## src/rtl/hbdc_pkg.sv

```systemverilog
// ----------------------------------------------------------------------------
// hbdc_pkg: shared constants and helpers for the half-bridge compare unit
// Register indexes, reset values, duty scale, reciprocal and clamp functions.
// ----------------------------------------------------------------------------
package hbdc_pkg;

    // register indexes of the write port
    typedef enum logic [2:0] {
        REG_PERIOD   = 3'd0,
        REG_DEADTIME = 3'd1,
        REG_FLOOR    = 3'd2,
        REG_CEILING  = 3'd3,
        REG_READY    = 3'd4
    } t_reg_idx;

    localparam int unsigned CFG_ADDR_W  = 3;
    localparam int unsigned CFG_DATA_W  = 16;
    localparam int unsigned PERIOD_W    = 16;
    localparam int unsigned DEAD_W      = 14;
    localparam int unsigned DUTY_W      = 14;
    localparam int unsigned IN_DUTY_W   = 16;
    localparam int unsigned CMP_W       = 16;
    localparam int unsigned PROD_W      = PERIOD_W + DUTY_W;   // period * duty
    localparam int unsigned QUOT_W      = 17;                  // < 2^30 / 10000

    // reset values
    localparam logic [PERIOD_W-1:0] PERIOD_RST   = 16'd65280;
    localparam logic [DEAD_W-1:0]   DEADTIME_RST = 14'd3;
    localparam logic [DUTY_W-1:0]   FLOOR_RST    = 14'd0;
    localparam logic [DUTY_W-1:0]   CEILING_RST  = 14'd10000;

    // duty full scale, 0.01 percent units
    localparam logic [IN_DUTY_W-1:0] DUTY_FULL = 16'd10000;

    // x / 10000 = (x * RECIP_MULT) >> RECIP_SHIFT, exact for x < 2^30
    localparam int unsigned RECIP_W     = 30;
    localparam int unsigned RECIP_SHIFT = 43;
    localparam logic [RECIP_W-1:0] RECIP_MULT = 30'd879609303;

    localparam int unsigned GUARD_TICKS_DEF = 3;

    // clamp a 16-bit duty into [lo, hi]; low bound is tested first
    function automatic logic [DUTY_W-1:0] f_clamp_duty(
        input logic [IN_DUTY_W-1:0] v,
        input logic [DUTY_W-1:0]    lo,
        input logic [DUTY_W-1:0]    hi
    );
        logic [DUTY_W-1:0] res;
        if (v < {2'b00, lo}) begin
            res = lo;
        end else if (v > {2'b00, hi}) begin
            res = hi;
        end else begin
            res = v[DUTY_W-1:0];
        end
        return res;
    endfunction

    // low-side set compare: high + dead, kept in [min(high+g, ug), ug]
    function automatic logic [CMP_W-1:0] f_low_set(
        input logic [CMP_W-1:0]  high,
        input logic [DEAD_W-1:0] dead,
        input logic [CMP_W-1:0]  ug,
        input logic [CMP_W-1:0]  g
    );
        logic [CMP_W:0]   sum;
        logic [CMP_W:0]   lo_ext;
        logic [CMP_W-1:0] lo;
        logic [CMP_W-1:0] res;
        sum    = {1'b0, high} + {3'b000, dead};
        lo_ext = {1'b0, high} + {1'b0, g};
        lo     = (lo_ext > {1'b0, ug}) ? ug : lo_ext[CMP_W-1:0];
        if (sum < {1'b0, lo}) begin
            res = lo;
        end else if (sum > {1'b0, ug}) begin
            res = ug;
        end else begin
            res = sum[CMP_W-1:0];
        end
        return res;
    endfunction

endpackage

```

## src/rtl/half_bridge_duty_to_compare_unit.sv

```systemverilog
// ----------------------------------------------------------------------------
// half_bridge_duty_to_compare_unit: duty to timer compare converter
// Maps buck and boost duties to dead-time guarded compares for two bridges.
// ----------------------------------------------------------------------------
// Takes one request per clock unless a result-side stall has filled every
// stage, through five register stages: duty clamp, period multiply, divide
// by 10000 through a reciprocal multiply, window clamp, low-side compare.
// The reciprocal multiply (30 x 30 bits) sets the stage depth.
// A stall on the master side holds only occupied stages, so bubbles are
// squeezed out before the input is held off.
// A request with lockout set, or sent before ready_cfg is written to 1,
// returns applied = 0 and all compares 0. Configuration is written through
// i_cfg_we / i_cfg_addr / i_cfg_wdata; the derived windows settle through
// chained registers, so write registers only while no request is in flight.
module half_bridge_duty_to_compare_unit #(
    parameter int unsigned GUARD_TICKS = hbdc_pkg::GUARD_TICKS_DEF
) (
    input  logic        i_clk,
    input  logic        i_rst_n,
    // configuration write port
    input  logic        i_cfg_we,
    input  logic [2:0]  i_cfg_addr,
    input  logic [15:0] i_cfg_wdata,
    // request side
    input  logic        s_axis_tvalid,
    output logic        s_axis_tready,
    input  logic [31:0] s_axis_tdata,   // buck_duty[15:0], boost_low_duty[31:16]
    input  logic        s_axis_tuser,   // lockout[0]
    // result side
    output logic        m_axis_tvalid,
    input  logic        m_axis_tready,
    output logic [79:0] m_axis_tdata,   // high_on_compare[15:0],
                                        // buck_high_off_compare[31:16],
                                        // buck_low_on_compare[47:32],
                                        // boost_high_off_compare[63:48],
                                        // boost_low_on_compare[79:64]
    output logic        m_axis_tuser    // applied[0]
);

    localparam int unsigned NSTG = 5;
    localparam logic [15:0] G16  = 16'(GUARD_TICKS);
    localparam logic [15:0] G2   = 16'(2 * GUARD_TICKS);

    // configuration registers
    logic [15:0] r_period;
    logic [13:0] r_dead;
    logic [13:0] r_floor;
    logic [13:0] r_ceil;
    logic        r_ready;

    always_ff @(posedge i_clk) begin
        if (!i_rst_n) begin
            r_period <= hbdc_pkg::PERIOD_RST;
            r_dead   <= hbdc_pkg::DEADTIME_RST;
            r_floor  <= hbdc_pkg::FLOOR_RST;
            r_ceil   <= hbdc_pkg::CEILING_RST;
            r_ready  <= 1'b0;
        end else if (i_cfg_we) begin
            unique case (i_cfg_addr)
                hbdc_pkg::REG_PERIOD:   r_period <= i_cfg_wdata;
                hbdc_pkg::REG_DEADTIME: r_dead   <= i_cfg_wdata[13:0];
                hbdc_pkg::REG_FLOOR:    r_floor  <= i_cfg_wdata[13:0];
                hbdc_pkg::REG_CEILING:  r_ceil   <= i_cfg_wdata[13:0];
                hbdc_pkg::REG_READY:    r_ready  <= i_cfg_wdata[0];
                default: ;
            endcase
        end
    end

    // derived guard windows, settled in three steps after a write
    logic [15:0] r_lead;       // leading high-side set compare
    logic [15:0] r_ugrd;       // upper guard limit
    logic [15:0] r_pmt;        // period minus trailing window
    logic        r_pmt_ok;     // period above trailing window
    logic [15:0] r_wlo;        // window low
    logic [15:0] r_whi;        // window high
    logic [15:0] n_lead;
    logic [15:0] n_wlo;
    logic [15:0] n_whi;
    logic [16:0] lead_g;
    logic [15:0] pmg;
    logic [15:0] dead16;
    logic [15:0] trail;

    always_comb begin
        dead16 = {2'b00, r_dead};
        trail  = dead16 + G16;
        pmg    = r_period - G16;
        if (r_period <= G2) begin
            n_lead = G16;
        end else if (dead16 < G16) begin
            n_lead = G16;
        end else if (dead16 > pmg) begin
            n_lead = pmg;
        end else begin
            n_lead = dead16;
        end
        lead_g = {1'b0, r_lead} + {1'b0, G16};
        if (lead_g < {1'b0, G16}) begin
            n_wlo = G16;
        end else if (lead_g > {1'b0, r_ugrd}) begin
            n_wlo = r_ugrd;
        end else begin
            n_wlo = lead_g[15:0];
        end
        if (!r_pmt_ok || r_pmt < r_wlo) begin
            n_whi = r_wlo;
        end else begin
            n_whi = r_pmt;
        end
    end

    always_ff @(posedge i_clk) begin
        r_lead   <= n_lead;
        r_ugrd   <= (r_period > G16) ? pmg : G16;
        r_pmt_ok <= r_period > trail;
        r_pmt    <= r_period - trail;
        r_wlo    <= n_wlo;
        r_whi    <= n_whi;
    end

    // per-stage advance: a stage moves when empty or when the next one moves
    logic [NSTG:1] r_vld;
    logic [NSTG+1:1] en;

    always_comb begin
        en[NSTG+1] = m_axis_tready;
        for (int k = NSTG; k >= 1; k--) begin
            en[k] = !r_vld[k] || en[k+1];
        end
    end

    assign s_axis_tready = en[1];

    always_ff @(posedge i_clk) begin
        if (!i_rst_n) begin
            r_vld <= '0;
        end else begin
            if (en[1]) r_vld[1] <= s_axis_tvalid;
            for (int k = 2; k <= NSTG; k++) begin
                if (en[k]) r_vld[k] <= r_vld[k-1];
            end
        end
    end

    // stage 1: duty clamp and boost complement
    logic [13:0] r1_buck;
    logic [13:0] r1_boost;
    logic        r1_blk;
    logic [15:0] bl_in;
    logic [15:0] bl_cmp;
    logic [13:0] n1_bpre;
    logic [13:0] n1_boost;
    logic [13:0] n1_buck;

    always_comb begin
        bl_in  = s_axis_tdata[31:16];
        bl_cmp = hbdc_pkg::DUTY_FULL - bl_in;
        if (bl_in >= hbdc_pkg::DUTY_FULL) begin
            n1_bpre = r_floor;
        end else begin
            n1_bpre = hbdc_pkg::f_clamp_duty({2'b00, bl_cmp[13:0]}, r_floor, r_ceil);
        end
        // scaling clamps once more; this swaps the bounds when floor > ceiling
        n1_boost = hbdc_pkg::f_clamp_duty({2'b00, n1_bpre}, r_floor, r_ceil);
        n1_buck  = hbdc_pkg::f_clamp_duty(
            {2'b00, hbdc_pkg::f_clamp_duty(s_axis_tdata[15:0], r_floor, r_ceil)},
            r_floor, r_ceil);
    end

    always_ff @(posedge i_clk) begin
        if (en[1]) begin
            r1_buck  <= n1_buck;
            r1_boost <= n1_boost;
            r1_blk   <= !r_ready || s_axis_tuser;
        end
    end

    // stage 2: period times duty
    logic [29:0] r2_buck;
    logic [29:0] r2_boost;
    logic        r2_blk;

    always_ff @(posedge i_clk) begin
        if (en[2]) begin
            r2_buck  <= 30'(r_period * r1_buck);
            r2_boost <= 30'(r_period * r1_boost);
            r2_blk   <= r1_blk;
        end
    end

    // stage 3: divide by full scale through the reciprocal
    logic [16:0] r3_buck;
    logic [16:0] r3_boost;
    logic        r3_blk;
    logic [59:0] q_buck;
    logic [59:0] q_boost;

    always_comb begin
        q_buck  = r2_buck * hbdc_pkg::RECIP_MULT;
        q_boost = r2_boost * hbdc_pkg::RECIP_MULT;
    end

    always_ff @(posedge i_clk) begin
        if (en[3]) begin
            r3_buck  <= q_buck[hbdc_pkg::RECIP_SHIFT +: hbdc_pkg::QUOT_W];
            r3_boost <= q_boost[hbdc_pkg::RECIP_SHIFT +: hbdc_pkg::QUOT_W];
            r3_blk   <= r2_blk;
        end
    end

    // stage 4: clamp into the guard window
    logic [15:0] r4_buck;
    logic [15:0] r4_boost;
    logic        r4_blk;
    logic [15:0] n4_buck;
    logic [15:0] n4_boost;

    always_comb begin
        if (r3_buck < {1'b0, r_wlo}) begin
            n4_buck = r_wlo;
        end else if (r3_buck > {1'b0, r_whi}) begin
            n4_buck = r_whi;
        end else begin
            n4_buck = r3_buck[15:0];
        end
        if (r3_boost < {1'b0, r_wlo}) begin
            n4_boost = r_wlo;
        end else if (r3_boost > {1'b0, r_whi}) begin
            n4_boost = r_whi;
        end else begin
            n4_boost = r3_boost[15:0];
        end
    end

    always_ff @(posedge i_clk) begin
        if (en[4]) begin
            r4_buck  <= n4_buck;
            r4_boost <= n4_boost;
            r4_blk   <= r3_blk;
        end
    end

    // stage 5: low-side compares and output register
    logic [79:0] r5_data;
    logic        r5_applied;

    always_ff @(posedge i_clk) begin
        if (en[5]) begin
            r5_applied <= !r4_blk;
            if (r4_blk) begin
                r5_data <= '0;
            end else begin
                r5_data <= {hbdc_pkg::f_low_set(r4_boost, r_dead, r_ugrd, G16),
                            r4_boost,
                            hbdc_pkg::f_low_set(r4_buck, r_dead, r_ugrd, G16),
                            r4_buck,
                            r_lead};
            end
        end
    end

    assign m_axis_tvalid = r_vld[NSTG];
    assign m_axis_tdata  = r5_data;
    assign m_axis_tuser  = r5_applied;

    // a blocked result carries no compares
    a_blocked_zero: assert property (@(posedge i_clk) disable iff (!i_rst_n)
        m_axis_tvalid && !m_axis_tuser |-> m_axis_tdata == '0)
        else $error("blocked result with nonzero compares");

    // low-side set never precedes high-side reset
    a_low_after_high: assert property (@(posedge i_clk) disable iff (!i_rst_n)
        m_axis_tvalid && m_axis_tuser |->
            m_axis_tdata[47:32] >= m_axis_tdata[31:16] &&
            m_axis_tdata[79:64] >= m_axis_tdata[63:48])
        else $error("low-side compare before high-side compare");

    // input is held off only when every stage is occupied
    a_full_on_stall: assert property (@(posedge i_clk) disable iff (!i_rst_n)
        !s_axis_tready |-> &r_vld)
        else $error("input stalled with a free stage");

endmodule

```

## config.mk

```make
export PLATFORM = sky130hd
export DESIGN_NAME = half_bridge_duty_to_compare_unit
export DESIGN_NICKNAME = d
export VERILOG_FILES = /design/src/rtl/hbdc_pkg.sv /design/src/rtl/half_bridge_duty_to_compare_unit.sv
export SDC_FILE = /design/constraint.sdc
export NUM_CORES = 2
export LEC_CHECK = 0
export ABC_AREA = 1
export BUFFER_PORTS_ARGS = -buffer_cell sky130_fd_sc_hd__clkbuf_2
export CORE_UTILIZATION = 40
export CTS_BUF_LIST = sky130_fd_sc_hd__clkbuf_16
export DETAILED_ROUTE_END_ITERATION = 10
export HOLD_SLACK_MARGIN = 0.12
export PLACE_DENSITY_LB_ADDON = 0.2
export SYNTH_ARGS = -nofsm -noshare
export SYNTH_HDL_FRONTEND = slang
export SYNTH_SLANG_ARGS = --single-unit
export TNS_END_PERCENT = 100
```

## constraint.sdc

```tcl
create_clock -name i_clk -period 14.4 [get_ports i_clk]
set_input_delay 2.88 -clock i_clk [delete_from_list [all_inputs] [get_ports i_clk]]
set_output_delay 2.88 -clock i_clk [all_outputs]
set_load 0.005 [all_outputs]
```

=== After elaboration in Yosys (flattened, before gate mapping) ===
Index checks and enable logic that the tools add are counted.

* $add $sub $neg: 9
* $mul: 4
* Magnitude comparators: 27
* Eq/ne operators: 4
* Muxes and demuxes: 22
* Bitwise gates (word level): 1
* Reductions and logical operators: 23

{| class="wikitable"
|+ Operators with widths
! kind !! count
|-
| $mux W16 || 12
|-
| $mux W14 || 10
|-
| $mul A30 B30 Y60 const B || 2
|-
| $gt A17 B16 Y1 || 7
|-
| $lt A17 B16 Y1 || 4
|-
| $mul A16 B14 Y30 || 2
|-
| $add A16 B2 Y17 const B || 3
|-
| $gt A14 B14 Y1 || 3
|-
| $lt A14 B14 Y1 || 3
|-
| $add A16 B14 Y17 || 2
|-
| $lt A17 B2 Y1 const B || 1
|-
| $ge A16 B14 Y1 const B || 1
|-
| $gt A14 B16 Y1 || 1
|-
| $gt A16 B14 Y1 || 1
|-
| $gt A16 B15 Y1 || 1
|-
| $gt A16 B2 Y1 const B || 1
|-
| $le A16 B3 Y1 const B || 1
|-
| $lt A16 B14 Y1 || 1
|-
| $lt A16 B16 Y1 || 1
|-
| $sub A16 B15 Y16 || 1
|-
| $sub A16 B2 Y16 const B || 1
|-
| $add A14 B2 Y15 const B || 1
|-
| $lt A14 B2 Y1 const B || 1
|-
| $sub A14 B14 Y14 const A || 1
|-
| 10 further kinds || 28
|}

* Flip-flop bits (word level): 384
* Bits of input ports: 57
* Output and inout port bits: 83

=== Depth between registers and ports, before layout ===
* Depth after elaboration: 8
* Gate-level depth with buffers: 35
* Mapped depth without buffers: 35

=== Least setup slack after synthesis ===
OpenSTA, ideal clock, no wires.

* Path kind: input port to output port
* Start: input port m_axis_tready
* End: output port s_axis_tready
* Arrival time: 7060 ps
* Required time: 11520 ps
* Setup slack: 4460 ps
* Cell stages on the path: 8
* Path through: nor2_1 > inv_1 > nor2_1 > inv_1 > nor2_1 > inv_1 > nor2_1 > nand2_1

* Word-level cells in the longest chain between the ends: 5

{| class="wikitable"
|+ Ends and longest elaborated chain
! element !! RTL line !! text
|-
| start: declaration || half_bridge_duty_to_compare_unit.sv:31 || <nowiki>input logic m_axis_tready,</nowiki>
|-
| $logic_or A1 B1 Y1 || half_bridge_duty_to_compare_unit.sv:129 || <nowiki>en[k] = !r_vld[k] || en[k+1];</nowiki>
|-
| net en, one bit || half_bridge_duty_to_compare_unit.sv:124 || <nowiki>logic [NSTG+1:1] en;</nowiki>
|-
| $logic_or A1 B1 Y1 || half_bridge_duty_to_compare_unit.sv:129 ||
|-
| net en, one bit || half_bridge_duty_to_compare_unit.sv:124 ||
|-
| $logic_or A1 B1 Y1 || half_bridge_duty_to_compare_unit.sv:129 ||
|-
| net en, one bit || half_bridge_duty_to_compare_unit.sv:124 ||
|-
| $logic_or A1 B1 Y1 (2 in a row) || half_bridge_duty_to_compare_unit.sv:129 ||
|-
| end: declaration || half_bridge_duty_to_compare_unit.sv:26 || <nowiki>output logic s_axis_tready,</nowiki>
|}

The timed path passes the listed nets, and every way through them passes these cells.

=== Worst setup path in the final report ===
Ends and elaborated chain as after synthesis.

==> run summary <==
H-tree levels = 2
Max-slew violations = 0
Final Hold Violating Endpoints = 0
Yosys reg bits = 384
Vias in the first global route = 60,300
Full die area = 0.186 mm^2
Top delay family on crit path = buffers and inverters
Yosys top cell by area = fa_1
Crit-path max cell delay = 0.44 ns
Clock Tree Root = clkbuf_16
Drt drc = 0
Main synth FF type = edfxtp_1
Std-Cell Core Area = 0.183 mm^2
Gr usage total = 24.6%
Largest net degree at the start of global routing = 56
# IOs = 140
TritonCTS clock tree = built
Tmin final = 8.01 ns
FFs w/ async S/R, synth = 0%
Clk Latency, worst-skew pair = 0.71 ns
Critical Path Fanout Max = 35
Unrepaired setup endpoints after global routing = false
Crit end category = output port
# fillers = 18,300
Total CTS buffers = 50
End-of-flow core utilization = 43.1%
Worst path bufs/invs = 7
Synth warn = 0
CP Data Required Time = 11.52 ns
Die width = 432 um
# resized after CTS = 0
Post-layout nets = 11,100
First-pass GRT wire length = 354,000 um
CP Class = primary input to output port
Crit start category = primary input
R2R depth = 21
FF-to-FF setup slack = 7.17 ns
Period utilization = 55.6%
Postcts setup bufs = 0
Initial Util = 40.3%
Global route overflow = 0
Wire length per cell = 20.2 um
Mapped Avg Cell Area = 8.57 um^2
Top post-synthesis cells by area = fa_1, ha_1, edfxtp_1, inv_1, nand2_1
Worst-path clk slew = 0.06 ns
Multi-input logic area = 0.0561 mm^2
Clock buffer depth = 3
Post-DR vias/cell = 5.16
Worst Tran Pin Value = 1.13 ns
Hold_sp = r2_blk
Mapped Cells = 8,624
Die height = 432 um
Hold WC Path Type = register to register
Top-area cell type share of the netlist area = 29.3%
Sink Count = 384
CP Cell Sequence = clkbuf_2 > nor2_1 > clkinv_2 > nor2_1 > inv_1 > buf_4 > nor2_1 > inv_1 > nor2_1 > nand2_2 > buf_4 > clkbuf_2
Number of synthesized flops with an enable pin = 239
Worst Skew = 0.0778 ns
Post-synthesis sequential area ratio = 13.6%
Antenna violations before repair = 6
Synth cell types = 69
Fmax = 0.125 GHz
Max capacitance violation total = 0
# hold bufs at CTS = 0
DR iter-0 viols = 3,643
Via Count = 57,700
Mapped Area = 0.0739 mm^2
Most used cell, CP = nor2_1
Final setup TNS = 0 ns
Status = complete, no violations
Gp weighted congestion = 0.944
Port Buffers = 139
Detailed Routing Iterations Pass 1 = 5
# setup viols final = 0
Total wire length = 226,000 um
Register area = 0.0101 mm^2
Max-slew headroom = 24.4%
FP Rows = 157
Critical path's slowest cell = clkinv_2
Post-route ant nets = 0
Worst reg2reg endpoint = r3_boost[16]
Critical path depth = 12
HPWL Detailed = 190,000 um
Hold worst-path end = r3_blk
Reg2reg start = r2_boost[6]
WHS Path Cells = 0
Arrival @ worst endpoint = 5.13 ns
Share of cells above drive strength 1 = 4.22%
P&R area growth vs syn = 6.91%
state kept, by name, summed over array words and instances, names as in the netlist, 17 cells and up:
register and count:
r2_boost 30, r2_buck 30, r3_buck 17, m_axis_tdata 80, r3_boost 17
layout by cell type, fill, tap and decap left out, types with 11 or more instances in the layout:
cell type,netlist,layout
a211oi_1,12,12
a21boi_0,11,11
a21o_1,21,21
a21oi_1,485,485
a31oi_1,34,34
buf_4,4,52
clkbuf_16,0,52
clkbuf_2,0,139
dfxtp_1,145,145
edfxtp_1,239,239
fa_1,1081,1081
ha_1,1267,1267
inv_1,1832,1831
inv_2,11,12
nand2_1,1544,1543
nand2_2,15,16
nand3_1,249,249
nand4_1,81,81
nor2_1,501,501
nor3_1,67,67
nor4_1,30,30
o211ai_1,49,49
o21a_1,30,30
o21ai_0,332,332
o21ai_1,26,26
o21bai_1,20,20
o22ai_1,16,16
or2_2,15,15
xnor2_1,53,53
xor2_1,171,171
metrics by stage:
| stage | hold WS, ns | cells | cell area (um^2) | worst slack (ns) |
|---|---|---|---|---|
| 4_1_cts | 0.420 | 11200 | 79000 | 6.36 |
| 5_1_grt | 0.424 | 11200 | 79000 | 6.03 |
| 6_report | 0.422 | 11200 | 79000 | 6.39 |
| 3_5_place_dp | 0.405 | 11100 | 77200 | 6.00 |
| 3_3_place_gp | 0.402 | 11100 | 77200 | 5.99 |
| 2_1_floorplan | 0.400 | 8625 | 73900 | 4.46 |
cell usage after synthesis (5+ instances only):
master and number:
xor2_1 171, a21oi_2 6, nor2_1 501, nand2_2 15
a21boi_0 11, buf_2 31, o2111ai_1 8, a221oi_1 5
nor3_2 5, buf_6 6, a21o_1 21, o21bai_1 20
a211oi_1 12, o21a_1 30, inv_2 11, nand3_1 249
dfxtp_1 145, o31ai_1 5, nand3b_1 7, fa_1 1081
nor2_2 10, edfxtp_1 239, or2_2 15, inv_1 1832
nor3_1 67, o211ai_1 49, buf_1 21, nand2_1 1544
a21oi_1 485, o21ai_0 332, nor4_1 30, a31oi_1 34
and3_1 6, clkbuf_1 131, nand4_1 81, xnor2_1 53
o22ai_1 16, ha_1 1267, o21ai_1 26
worst max-delay path by stage:
stage,end,from
floorplan,s_axis_tready,m_axis_tready
global placement,r1_boost[0],s_axis_tdata[16]
detailed placement,r1_boost[0],s_axis_tdata[16]
CTS,s_axis_tready,m_axis_tready
global route,r1_boost[0],s_axis_tdata[16]
finish,s_axis_tready,m_axis_tready
logic make-up (layout without fill, tap and decap cells):
group           after synthesis  after routing  synth area share, %
buf+inv                    2037           2129                 10.5
xor+xnor                    225            225                 2.68
simple gates               2548           2548                 14.3
flops                       384            384                 13.6
fa+ha+maj                  2348           2348                 50.8
other cells                   1              4              0.00508
compound gates             1081           1081                 8.17
routing by layer:
layer / vias up / wire [um] / global-route usage, %
li1: 27500 / - / -
met1: 28500 / 102000 / 33.9
met2: 1449 / 106000 / 41.2
met3: 306 / 10800 / 2.76
met4: 2 / 6590 / 6.24
met5: - / 12 / 0
cell type report:
type | instances | share of cell area, %
timing repair buffer | 191 | 1.38
clock buffer | 52 | 1.65
multi-input combinational | 6204 | 71.0
tap | 2464 | 3.90
sequential | 384 | 12.8
clock inverter | 42 | 0.561
inverter | 1844 | 8.77
antenna | 2 | 0.00634
worst register-to-register path, stage by stage, from the launching register on:
cell and delay, ns:
edfxtp_1 0.93, ha_1 0.44, xor2_1 0.41, ha_1 0.23, nor2_1 0.06, fa_1 0.45
fa_1 0.49, inv_1 0.05, fa_1 0.56, fa_1 0.43, fa_1 0.54, fa_1 0.43
ha_1 0.33, nand2_1 0.14, o21ai_0 0.35, a21oi_1 0.08, a21boi_0 0.14, o21a_1 0.15
o21ai_0 0.49, nand2_1 0.19, nand3_1 0.11, nand2_1 0.05
Power is not shown: default switching activity piles up to over one toggle a cycle in this logic, so the estimate is an artifact.
